===== config.mk =====
export PLATFORM = sky130hd
export DESIGN_NAME = stable_priority_queue_unit_flat
export DESIGN_NICKNAME = d
export VERILOG_FILES = /design/src/hw/rtl/spq_pkg.sv /design/src/hw/rtl/spq_req_if.sv /design/src/hw/rtl/spq_rsp_if.sv /design/src/hw/rtl/spq_ctrl.sv /design/src/hw/rtl/spq_dpath.sv /design/src/hw/rtl/stable_priority_queue_unit.sv /design/src/flat_wrapper.sv
export VERILOG_INCLUDE_DIRS = /design/src /design/src/hw/rtl
export SDC_FILE = /design/constraint.sdc
export NUM_CORES = 2
export LEC_CHECK = 0
export ABC_CLOCK_PERIOD_IN_PS = 7100
export BUFFER_PORTS_ARGS = -buffer_cell sky130_fd_sc_hd__buf_2
export CAP_MARGIN = 30
export CORE_MARGIN = 2
export CORE_UTILIZATION = 55
export CTS_CLUSTER_DIAMETER = 150
export DETAILED_ROUTE_END_ITERATION = 16
export GPL_TIMING_DRIVEN = 1
export PLACE_DENSITY = 0.81
export REMOVE_ABC_BUFFERS = 1
export SLEW_MARGIN = 20
export SYNTH_ARGS = -nofsm -noshare
export SYNTH_HDL_FRONTEND = slang
export SYNTH_SLANG_ARGS = --single-unit

===== constraint.sdc =====
create_clock -name clock -period 7.1 [get_ports clock]
set_input_delay 1.42 -clock clock [delete_from_list [all_inputs] [get_ports clock]]
set_output_delay 1.42 -clock clock [all_outputs]
set_load 0.005 [all_outputs]

===== src/hw/rtl/stable_priority_queue_unit_macros.svh =====
// Assertion macros used by the queue datapath RTL.
`ifndef STABLE_PRIORITY_QUEUE_UNIT_MACROS_SVH
`define STABLE_PRIORITY_QUEUE_UNIT_MACROS_SVH

// Same-cycle implication, checked at every rising clock edge outside reset.
`define SPQ_ASSERT_NOW(lbl, clk, rst, ante, cons, msg) \
   lbl: assert property (@(posedge clk) disable iff (rst) (ante) |-> (cons)) else $error(msg);

// Next-cycle implication, checked at every rising clock edge outside reset.
`define SPQ_ASSERT_NEXT(lbl, clk, rst, ante, cons, msg) \
   lbl: assert property (@(posedge clk) disable iff (rst) (ante) |=> (cons)) else $error(msg);

`endif


===== src/hw/rtl/spq_pkg.sv =====
package spq_pkg;

   localparam int ITEM_W = 16;
   localparam int KIND_W = 16;
   localparam int PRIO_W = 16;
   localparam int STAT_W = 2;

   typedef enum logic {
      REQ_INSERT = 1'b0,
      REQ_REMOVE = 1'b1
   } spq_req_type;

   typedef enum logic [STAT_W-1:0] {
      STAT_OK    = 2'd0,
      STAT_DUP   = 2'd1,
      STAT_FULL  = 2'd2,
      STAT_EMPTY = 2'd3
   } spq_status_type;

   typedef enum logic [1:0] {
      ST_IDLE,
      ST_EVAL,
      ST_COMMIT
   } spq_state_type;

   // Commands from the controller to the datapath.
   typedef struct packed {
      logic load;
      logic eval;
      logic commit;
   } spq_cmd_type;

endpackage


===== src/hw/rtl/spq_req_if.sv =====
interface spq_req_if import spq_pkg::*; ();
   logic                     valid;
   logic                     ready;
   logic                     req_type;
   logic [ITEM_W-1:0]        item_id;
   logic [KIND_W-1:0]        new_kind;
   logic signed [PRIO_W-1:0] new_prio;

   modport source (output valid, req_type, item_id, new_kind, new_prio, input ready);
   modport sink   (input valid, req_type, item_id, new_kind, new_prio, output ready);
endinterface


===== src/hw/rtl/spq_rsp_if.sv =====
interface spq_rsp_if import spq_pkg::*; #(parameter int CNT_W = 5) ();
   logic                     valid;
   logic                     ready;
   logic [STAT_W-1:0]        status;
   logic [CNT_W-1:0]         old_count;
   logic [ITEM_W-1:0]        out_item;
   logic [KIND_W-1:0]        out_kind;
   logic signed [PRIO_W-1:0] out_prio;
   logic [CNT_W-1:0]         entry_count;

   modport source (output valid, status, old_count, out_item, out_kind, out_prio,
                   entry_count, input ready);
   modport sink   (input valid, status, old_count, out_item, out_kind, out_prio,
                   entry_count, output ready);
endinterface


===== src/hw/rtl/spq_ctrl.sv =====
module spq_ctrl import spq_pkg::*; (
   input  logic        clock,
   input  logic        reset,
   input  logic        req_valid,
   output logic        req_ready,
   output logic        rsp_valid,
   input  logic        rsp_ready,
   output spq_cmd_type cmd
);

   spq_state_type state_ff, state_in;
   logic          rsp_valid_ff, rsp_valid_in;
   logic          out_free;

   assign out_free  = !rsp_valid_ff || rsp_ready;
   assign rsp_valid = rsp_valid_ff;

   always_ff @(posedge clock) begin
      if (reset) begin
         state_ff     <= ST_IDLE;
         rsp_valid_ff <= 1'b0;
      end else begin
         state_ff     <= state_in;
         rsp_valid_ff <= rsp_valid_in;
      end
   end

   always_comb begin
      state_in     = state_ff;
      rsp_valid_in = rsp_valid_ff && !rsp_ready;
      req_ready    = 1'b0;
      cmd          = '0;
      case (state_ff)
         ST_IDLE: begin
            req_ready = 1'b1;
            if (req_valid) begin
               cmd.load = 1'b1;
               state_in = ST_EVAL;
            end
         end
         ST_EVAL: begin
            cmd.eval = 1'b1;
            state_in = ST_COMMIT;
         end
         ST_COMMIT: begin
            // The result register must be free before the slots are updated.
            if (out_free) begin
               cmd.commit   = 1'b1;
               rsp_valid_in = 1'b1;
               req_ready    = 1'b1;
               if (req_valid) begin
                  cmd.load = 1'b1;
                  state_in = ST_EVAL;
               end else begin
                  state_in = ST_IDLE;
               end
            end
         end
         default: begin
            state_in = ST_IDLE;
         end
      endcase
   end

endmodule


===== src/hw/rtl/spq_dpath.sv =====
`include "stable_priority_queue_unit_macros.svh"

module spq_dpath import spq_pkg::*; #(
   parameter int DEPTH = 16,
   parameter int CNT_W = 5
) (
   input  logic                     clock,
   input  logic                     reset,
   input  spq_cmd_type              cmd,
   input  logic                     req_type,
   input  logic [ITEM_W-1:0]        item_id,
   input  logic [KIND_W-1:0]        new_kind,
   input  logic signed [PRIO_W-1:0] new_prio,
   output logic [STAT_W-1:0]        status,
   output logic [CNT_W-1:0]         old_count,
   output logic [ITEM_W-1:0]        out_item,
   output logic [KIND_W-1:0]        out_kind,
   output logic signed [PRIO_W-1:0] out_prio,
   output logic [CNT_W-1:0]         entry_count
);

   // Sorted slots, head at index 0; only slots below count_ff hold entries.
   logic [ITEM_W-1:0]        slot_item_ff [DEPTH];
   logic [KIND_W-1:0]        slot_kind_ff [DEPTH];
   logic signed [PRIO_W-1:0] slot_prio_ff [DEPTH];
   logic [ITEM_W-1:0]        slot_item_in [DEPTH];
   logic [KIND_W-1:0]        slot_kind_in [DEPTH];
   logic signed [PRIO_W-1:0] slot_prio_in [DEPTH];
   logic [CNT_W-1:0]         count_ff, count_in;

   logic                     req_type_ff;
   logic [ITEM_W-1:0]        item_ff;
   logic [KIND_W-1:0]        kind_ff;
   logic signed [PRIO_W-1:0] prio_ff;

   // Per-slot compare results: identifier match and "goes ahead of the new entry".
   logic [DEPTH-1:0] match_ff, match_in;
   logic [DEPTH-1:0] ahead_ff, ahead_in;

   logic [STAT_W-1:0]        status_ff, status_in;
   logic [CNT_W-1:0]         old_count_ff, old_count_in;
   logic [ITEM_W-1:0]        out_item_ff, out_item_in;
   logic [KIND_W-1:0]        out_kind_ff, out_kind_in;
   logic signed [PRIO_W-1:0] out_prio_ff, out_prio_in;

   logic is_dup, is_full, is_empty;

   assign is_dup   = |match_ff;
   assign is_full  = (count_ff == CNT_W'(DEPTH));
   assign is_empty = (count_ff == '0);

   always_comb begin
      for (int i = 0; i < DEPTH; i++) begin
         match_in[i] = (CNT_W'(i) < count_ff) && (slot_item_ff[i] == item_ff);
         ahead_in[i] = (CNT_W'(i) < count_ff) && (slot_prio_ff[i] <= prio_ff);
      end
   end

   always_comb begin
      slot_item_in = slot_item_ff;
      slot_kind_in = slot_kind_ff;
      slot_prio_in = slot_prio_ff;
      count_in     = count_ff;
      status_in    = STAT_OK;
      old_count_in = '0;
      out_item_in  = '0;
      out_kind_in  = '0;
      out_prio_in  = '0;
      if (req_type_ff == REQ_INSERT) begin
         if (is_dup) begin
            status_in = STAT_DUP;
         end else if (is_full) begin
            status_in = STAT_FULL;
         end else begin
            old_count_in = count_ff;
            count_in     = count_ff + 1'b1;
            // Slots ahead of the new entry hold; the first one behind takes it,
            // and the rest move back by one.
            if (!ahead_ff[0]) begin
               slot_item_in[0] = item_ff;
               slot_kind_in[0] = kind_ff;
               slot_prio_in[0] = prio_ff;
            end
            for (int i = 1; i < DEPTH; i++) begin
               if (!ahead_ff[i]) begin
                  if (ahead_ff[i-1]) begin
                     slot_item_in[i] = item_ff;
                     slot_kind_in[i] = kind_ff;
                     slot_prio_in[i] = prio_ff;
                  end else begin
                     slot_item_in[i] = slot_item_ff[i-1];
                     slot_kind_in[i] = slot_kind_ff[i-1];
                     slot_prio_in[i] = slot_prio_ff[i-1];
                  end
               end
            end
         end
      end else begin
         if (is_empty) begin
            status_in = STAT_EMPTY;
         end else begin
            out_item_in = slot_item_ff[0];
            out_kind_in = slot_kind_ff[0];
            out_prio_in = slot_prio_ff[0];
            count_in    = count_ff - 1'b1;
            for (int i = 0; i < DEPTH - 1; i++) begin
               slot_item_in[i] = slot_item_ff[i+1];
               slot_kind_in[i] = slot_kind_ff[i+1];
               slot_prio_in[i] = slot_prio_ff[i+1];
            end
         end
      end
   end

   always_ff @(posedge clock) begin
      if (reset) begin
         count_ff <= '0;
      end else if (cmd.commit) begin
         count_ff <= count_in;
      end
   end

   always_ff @(posedge clock) begin
      if (cmd.load) begin
         req_type_ff <= req_type;
         item_ff     <= item_id;
         kind_ff     <= new_kind;
         prio_ff     <= new_prio;
      end
      if (cmd.eval) begin
         match_ff <= match_in;
         ahead_ff <= ahead_in;
      end
      if (cmd.commit) begin
         slot_item_ff <= slot_item_in;
         slot_kind_ff <= slot_kind_in;
         slot_prio_ff <= slot_prio_in;
         status_ff    <= status_in;
         old_count_ff <= old_count_in;
         out_item_ff  <= out_item_in;
         out_kind_ff  <= out_kind_in;
         out_prio_ff  <= out_prio_in;
      end
   end

   assign status      = status_ff;
   assign old_count   = old_count_ff;
   assign out_item    = out_item_ff;
   assign out_kind    = out_kind_ff;
   assign out_prio    = out_prio_ff;
   assign entry_count = count_ff;

   `SPQ_ASSERT_NOW(a_count_bound, clock, reset, 1'b1, count_ff <= CNT_W'(DEPTH),
                   "count above depth")
   `SPQ_ASSERT_NOW(a_ahead_prefix, clock, reset, cmd.commit,
                   ((ahead_ff + 1'b1) & ahead_ff) == '0,
                   "ahead flags not a prefix of the sorted slots")
   `SPQ_ASSERT_NOW(a_unique_ids, clock, reset, cmd.commit, $onehot0(match_ff),
                   "identifier held in more than one slot")
   `SPQ_ASSERT_NEXT(a_insert_count, clock, reset,
                    cmd.commit && req_type_ff == REQ_INSERT && !is_dup && !is_full,
                    count_ff == $past(count_ff) + 1'b1, "insert did not grow count")
endmodule


===== src/hw/rtl/stable_priority_queue_unit.sv =====
// Channel   Dir  Handshake        Transfer contents
// req_chan  in   valid / ready    req_type, item_id, new_kind, new_prio
// rsp_chan  out  valid / ready    status, old_count, out_item, out_kind, out_prio, entry_count
//
// Each request is compared against all slots in parallel (ST_EVAL), then the slots are shifted
// and the result register loaded (ST_COMMIT).
// A new request is taken in the same cycle its predecessor's result is loaded.
// Reset is synchronous and empties the queue; slot contents are not cleared.
// A result held by a stalled rsp_chan holds the request behind it in its update step.
module stable_priority_queue_unit import spq_pkg::*; #(
   parameter int DEPTH = 16
) (
   input  logic clock,
   input  logic reset,
   spq_req_if.sink   req_chan,
   spq_rsp_if.source rsp_chan
);

   localparam int CNT_W = $clog2(DEPTH + 1);

   spq_cmd_type cmd;

   spq_ctrl u_ctrl (
      .clock     (clock),
      .reset     (reset),
      .req_valid (req_chan.valid),
      .req_ready (req_chan.ready),
      .rsp_valid (rsp_chan.valid),
      .rsp_ready (rsp_chan.ready),
      .cmd       (cmd)
   );

   spq_dpath #(
      .DEPTH (DEPTH),
      .CNT_W (CNT_W)
   ) u_dpath (
      .clock       (clock),
      .reset       (reset),
      .cmd         (cmd),
      .req_type    (req_chan.req_type),
      .item_id     (req_chan.item_id),
      .new_kind    (req_chan.new_kind),
      .new_prio    (req_chan.new_prio),
      .status      (rsp_chan.status),
      .old_count   (rsp_chan.old_count),
      .out_item    (rsp_chan.out_item),
      .out_kind    (rsp_chan.out_kind),
      .out_prio    (rsp_chan.out_prio),
      .entry_count (rsp_chan.entry_count)
   );

endmodule

===== src/flat_wrapper.sv =====
// flat-port wrapper written by rule: the top's interface ports become plain ports
module stable_priority_queue_unit_flat import spq_pkg::*;
#(
   parameter int DEPTH = 16
)
  (clock, reset, req_chan_valid, req_chan_req_type, req_chan_item_id, req_chan_new_kind, req_chan_new_prio, req_chan_ready, rsp_chan_valid, rsp_chan_status, rsp_chan_old_count, rsp_chan_out_item, rsp_chan_out_kind, rsp_chan_out_prio, rsp_chan_entry_count, rsp_chan_ready);
  spq_req_if req_chan_i ();
  spq_rsp_if rsp_chan_i ();
  input  logic clock;
  input  logic reset;
  input wire logic [$bits(req_chan_i.valid)-1:0] req_chan_valid;
  input wire logic [$bits(req_chan_i.req_type)-1:0] req_chan_req_type;
  input wire logic [$bits(req_chan_i.item_id)-1:0] req_chan_item_id;
  input wire logic [$bits(req_chan_i.new_kind)-1:0] req_chan_new_kind;
  input wire logic [$bits(req_chan_i.new_prio)-1:0] req_chan_new_prio;
  output wire logic [$bits(req_chan_i.ready)-1:0] req_chan_ready;
  output wire logic [$bits(rsp_chan_i.valid)-1:0] rsp_chan_valid;
  output wire logic [$bits(rsp_chan_i.status)-1:0] rsp_chan_status;
  output wire logic [$bits(rsp_chan_i.old_count)-1:0] rsp_chan_old_count;
  output wire logic [$bits(rsp_chan_i.out_item)-1:0] rsp_chan_out_item;
  output wire logic [$bits(rsp_chan_i.out_kind)-1:0] rsp_chan_out_kind;
  output wire logic [$bits(rsp_chan_i.out_prio)-1:0] rsp_chan_out_prio;
  output wire logic [$bits(rsp_chan_i.entry_count)-1:0] rsp_chan_entry_count;
  input wire logic [$bits(rsp_chan_i.ready)-1:0] rsp_chan_ready;
  assign req_chan_i.valid = req_chan_valid;
  assign req_chan_i.req_type = req_chan_req_type;
  assign req_chan_i.item_id = req_chan_item_id;
  assign req_chan_i.new_kind = req_chan_new_kind;
  assign req_chan_i.new_prio = req_chan_new_prio;
  assign req_chan_ready = req_chan_i.ready;
  assign rsp_chan_valid = rsp_chan_i.valid;
  assign rsp_chan_status = rsp_chan_i.status;
  assign rsp_chan_old_count = rsp_chan_i.old_count;
  assign rsp_chan_out_item = rsp_chan_i.out_item;
  assign rsp_chan_out_kind = rsp_chan_i.out_kind;
  assign rsp_chan_out_prio = rsp_chan_i.out_prio;
  assign rsp_chan_entry_count = rsp_chan_i.entry_count;
  assign rsp_chan_i.ready = rsp_chan_ready;
  stable_priority_queue_unit #(.DEPTH(DEPTH)) u_core (.clock(clock), .reset(reset), .req_chan(req_chan_i), .rsp_chan(rsp_chan_i));
endmodule

==> results.cfg <==
[route]
route.vias.total = 37900
route.detailed.vias_per_inst = 6.43
drt-pass1-iter-count = 5
post_detailed_route_drc_marker_count = 0
ant_nets = 0
routedWlPerCell_um = 24.1
route.final.wire_length_um = 142000
first_iter_violations = 4443

[finish]
layout-area-overhead-vs-synth_pct = 9.83
drive_above_1_share_pct = 11.5
fin_nets = 4856
fill_cells = 7317
reg.largest.list = u_core.u_dpath.slot_item_ff (256), u_core.u_dpath.slot_kind_ff (256), u_core.u_dpath.slot_prio_ff (256)
final_cells = 5893

[critical_path]
critPathBufInv = 3
critPathMaxStageDelay_ps = 830
setup.worst_path.start_class = flop
critical_path_arrival_ps = 4450
crit_required_ps = 7450
ff2ff_setup_slack_ps = 3000
timing.setup.critical_path_class = flop to flop
path_cells = inv_1 -> ha_1 -> a311o_2 -> buf_4 -> buf_12 -> o21ai_0
critical_path.endpoint_type = flop
path_delay_family = buffers and inverters
crit_fanout = 209
cp_slowest_cell = sky130_fd_sc_hd__a311o_2

[power]
pwr-share-comb_pct = 8.0
p_sw_uw = 2970
power.switching_fraction_pct = 23.8
power_density_mw_per_mm2 = 218
ir_drop_mv = 0.153
static-leakage-power_uw = 0.0222
part_of_the_total_power_dissipated_in_the_clock_network_pct = 43.5
p_int_uw = 9530
sequentialPowerShare_pct = 48.5

[global_routing]
vias_in_the_first_global_route = 38200
antenna_violations_before_repair = 2
grtUsageTotal_pct = 28.3
grt_start_max_net_pins = 218
global_route_wire_length_before_repair_um = 219000
grt-ovfl-total = 0

[clock_tree]
worst_setup_hold_path_clk_slew_ps = 60
cts_max_level = 3
worstSkewPairLatency_ps = 700
postCtsHoldBufs = 0
postCtsSetupBuffers = 0
cts_buffers = 98
clock-sinks = 912
root_buffer = sky130_fd_sc_hd__clkbuf_16
cts_tree = done
cts_resized = 0
cts.path.max_buffers = 3

[sta]
worst_slew_margin_rel_pct = 20.4
fmax_mhz = 244
final_max_slew_viol_count = 0
fin_ws_ps = 3000
worst_slew_pin_slew_ps = 1190
clock-skew-final_ps = 47.1
final_layout_setup_total_negative_slack_ps = 0
period_minus_slack_ps = 4100
final_hold_viol_count = 0
finalCritPeriodShare_pct = 57.7
setup_viol_count_final = 0
grt_setup_unrepaired = false

[die]
fp.coreArea_mm2 = 0.0946
initial_core_util_pct = 55.2
boundaryPins = 115
core.rowCount = 113
die_height_um = 312
die_width_um = 312
fp.dieArea_mm2 = 0.0974

[logic_synthesis]
commonest_cells_in_the_synthesized_netlist = 904 x sky130_fd_sc_hd__edfxtp_1, 726 x sky130_fd_sc_hd__nand2_1, 685 x sky130_fd_sc_hd__mux2i_1
post_synthesis_cell_area_mm2 = 0.0522
average_instance_area_after_synthesis_um2 = 11.3
synth.distinct_cells = 58
synth-edff-count = 904
ys_dominant_reg_cell = sky130_fd_sc_hd__edfxtp_1
synth.most_common_cell = sky130_fd_sc_hd__edfxtp_1
synth-seq-cells = 912
yosys_warnings = 0
synth.top_cell.area_share_pct = 52.0
yosysTopAreaCell = sky130_fd_sc_hd__edfxtp_1
postSynth.asyncResetShare_pct = 0
syn_inst = 4602
seq_area_frac_synth_pct = 52.3
synth_area_leaders = sky130_fd_sc_hd__edfxtp_1 52%, sky130_fd_sc_hd__mux2i_1 13%, sky130_fd_sc_hd__ha_1 6.2%

[hold_path]
min-delay-path-class = flop to flop

[placement]
portBuffers = 114
gp_congestion = 0.921
preCtsSetupSlack_ps = 2850
dp_cells = 5703
dp.final_hpwl_um = 94400

[outcome]
status = completed

[job]
max_cap_viols = 0
[power by group through the flow]
| stage | Sequential (µW) | Combinational [µW] | Clock [µW] |
|---|---|---|---|
| after floorplan | 6280 | 670 | 0 |
| after global placement | 6180 | 926 | 0 |
| after detailed placement | 6180 | 965 | 0 |
| after CTS | 6060 | 974 | 5470 |
| after global routing | 6070 | 1080 | 5680 |
| final | 6060 | 993 | 5440 |
[through the flow]
step | instance area (µm²) | hold WS (ps) | util [%] | power (µW)
after floorplan | 50700 | 442 | - | 6950
after global placement | 53700 | 478 | 56.8 | 7100
after detailed placement | 53900 | 497 | 56.9 | 7140
after CTS | 57200 | 515 | 60.5 | 12500
after global routing | 57300 | 545 | 60.6 | 12800
final | 57300 | 503 | 60.6 | 12500
[kinds of logic (layout without fill, tap and decap cells)]
logic type,after synthesis,after routing,share of synthesized area (%)
adders and majority gates,259,259,6.21
buffers and inverters,408,433,3.18
xor gates and xnor gates,260,260,4.36
and+or+nand+nor,1056,1056,8.94
muxes,732,732,14.1
other,0,1,0
DFF,912,912,52.3
AOI/OAI and AO/OA,975,975,10.9
[metal layers]
layer  track usage [%]  vias up  part of all wire (%)
met4              10.1        0                   3.1
li1                  -    16900                     -
met2              47.8     1787                    49
met1              37.7    18900                    40
met5                 0        -                     0
met3              3.72      304                   7.1
[layout make-up]
type / instances / area [µm²] / share of cell area, %
multi-input cells: 3282 / 23500 / 40.9
well taps: 1265 / 1580 / 2.76
inverters: 45 / 169 / 0.295
diodes: 1 / 2.50 / 0.00436
repair buffers: 205 / 1470 / 2.56
clock inverters: 68 / 769 / 1.34
flip-flops and latches: 912 / 27300 / 47.6
clock buffers: 115 / 2590 / 4.51
[cells in the final DEF (no fill, tap or decap), types with 52 or more instances in the layout]
| master | count |
|---|---|
| sky130_fd_sc_hd__xnor2_1 | 70 |
| sky130_fd_sc_hd__clkbuf_16 | 100 |
| sky130_fd_sc_hd__and2_1 | 52 |
| sky130_fd_sc_hd__a21oi_1 | 107 |
| sky130_fd_sc_hd__nand2_1 | 726 |
| sky130_fd_sc_hd__xor2_1 | 190 |
| sky130_fd_sc_hd__ha_1 | 259 |
| sky130_fd_sc_hd__mux2i_1 | 685 |
| sky130_fd_sc_hd__nor4_1 | 52 |
| sky130_fd_sc_hd__o21ai_0 | 607 |
| sky130_fd_sc_hd__edfxtp_1 | 904 |
| sky130_fd_sc_hd__nand4_1 | 76 |
| sky130_fd_sc_hd__buf_4 | 77 |
| sky130_fd_sc_hd__o21ai_2 | 100 |
| sky130_fd_sc_hd__buf_2 | 114 |
[path summary, 6_finish.rpt]
check | startpoint | endpoint | cells after the start
worst max-delay path | u_core.u_dpath.entry_count[1]$_SDFFE_PP0P_ | u_core.u_dpath.slot_prio_ff[233]$_DFFE_PP_ | 6
worst min-delay path | u_core.u_ctrl.state_ff[0]$_SDFFE_PP0P_ | u_core.u_ctrl.state_ff[1]$_SDFFE_PP0P_ | 1
worst max register to register | u_core.u_dpath.entry_count[1]$_SDFFE_PP0P_ | u_core.u_dpath.slot_prio_ff[233]$_DFFE_PP_ | 6
worst min register to register | u_core.u_ctrl.state_ff[0]$_SDFFE_PP0P_ | u_core.u_ctrl.state_ff[1]$_SDFFE_PP0P_ | 1
No activity file was read; power rests on OpenSTA's default activity.
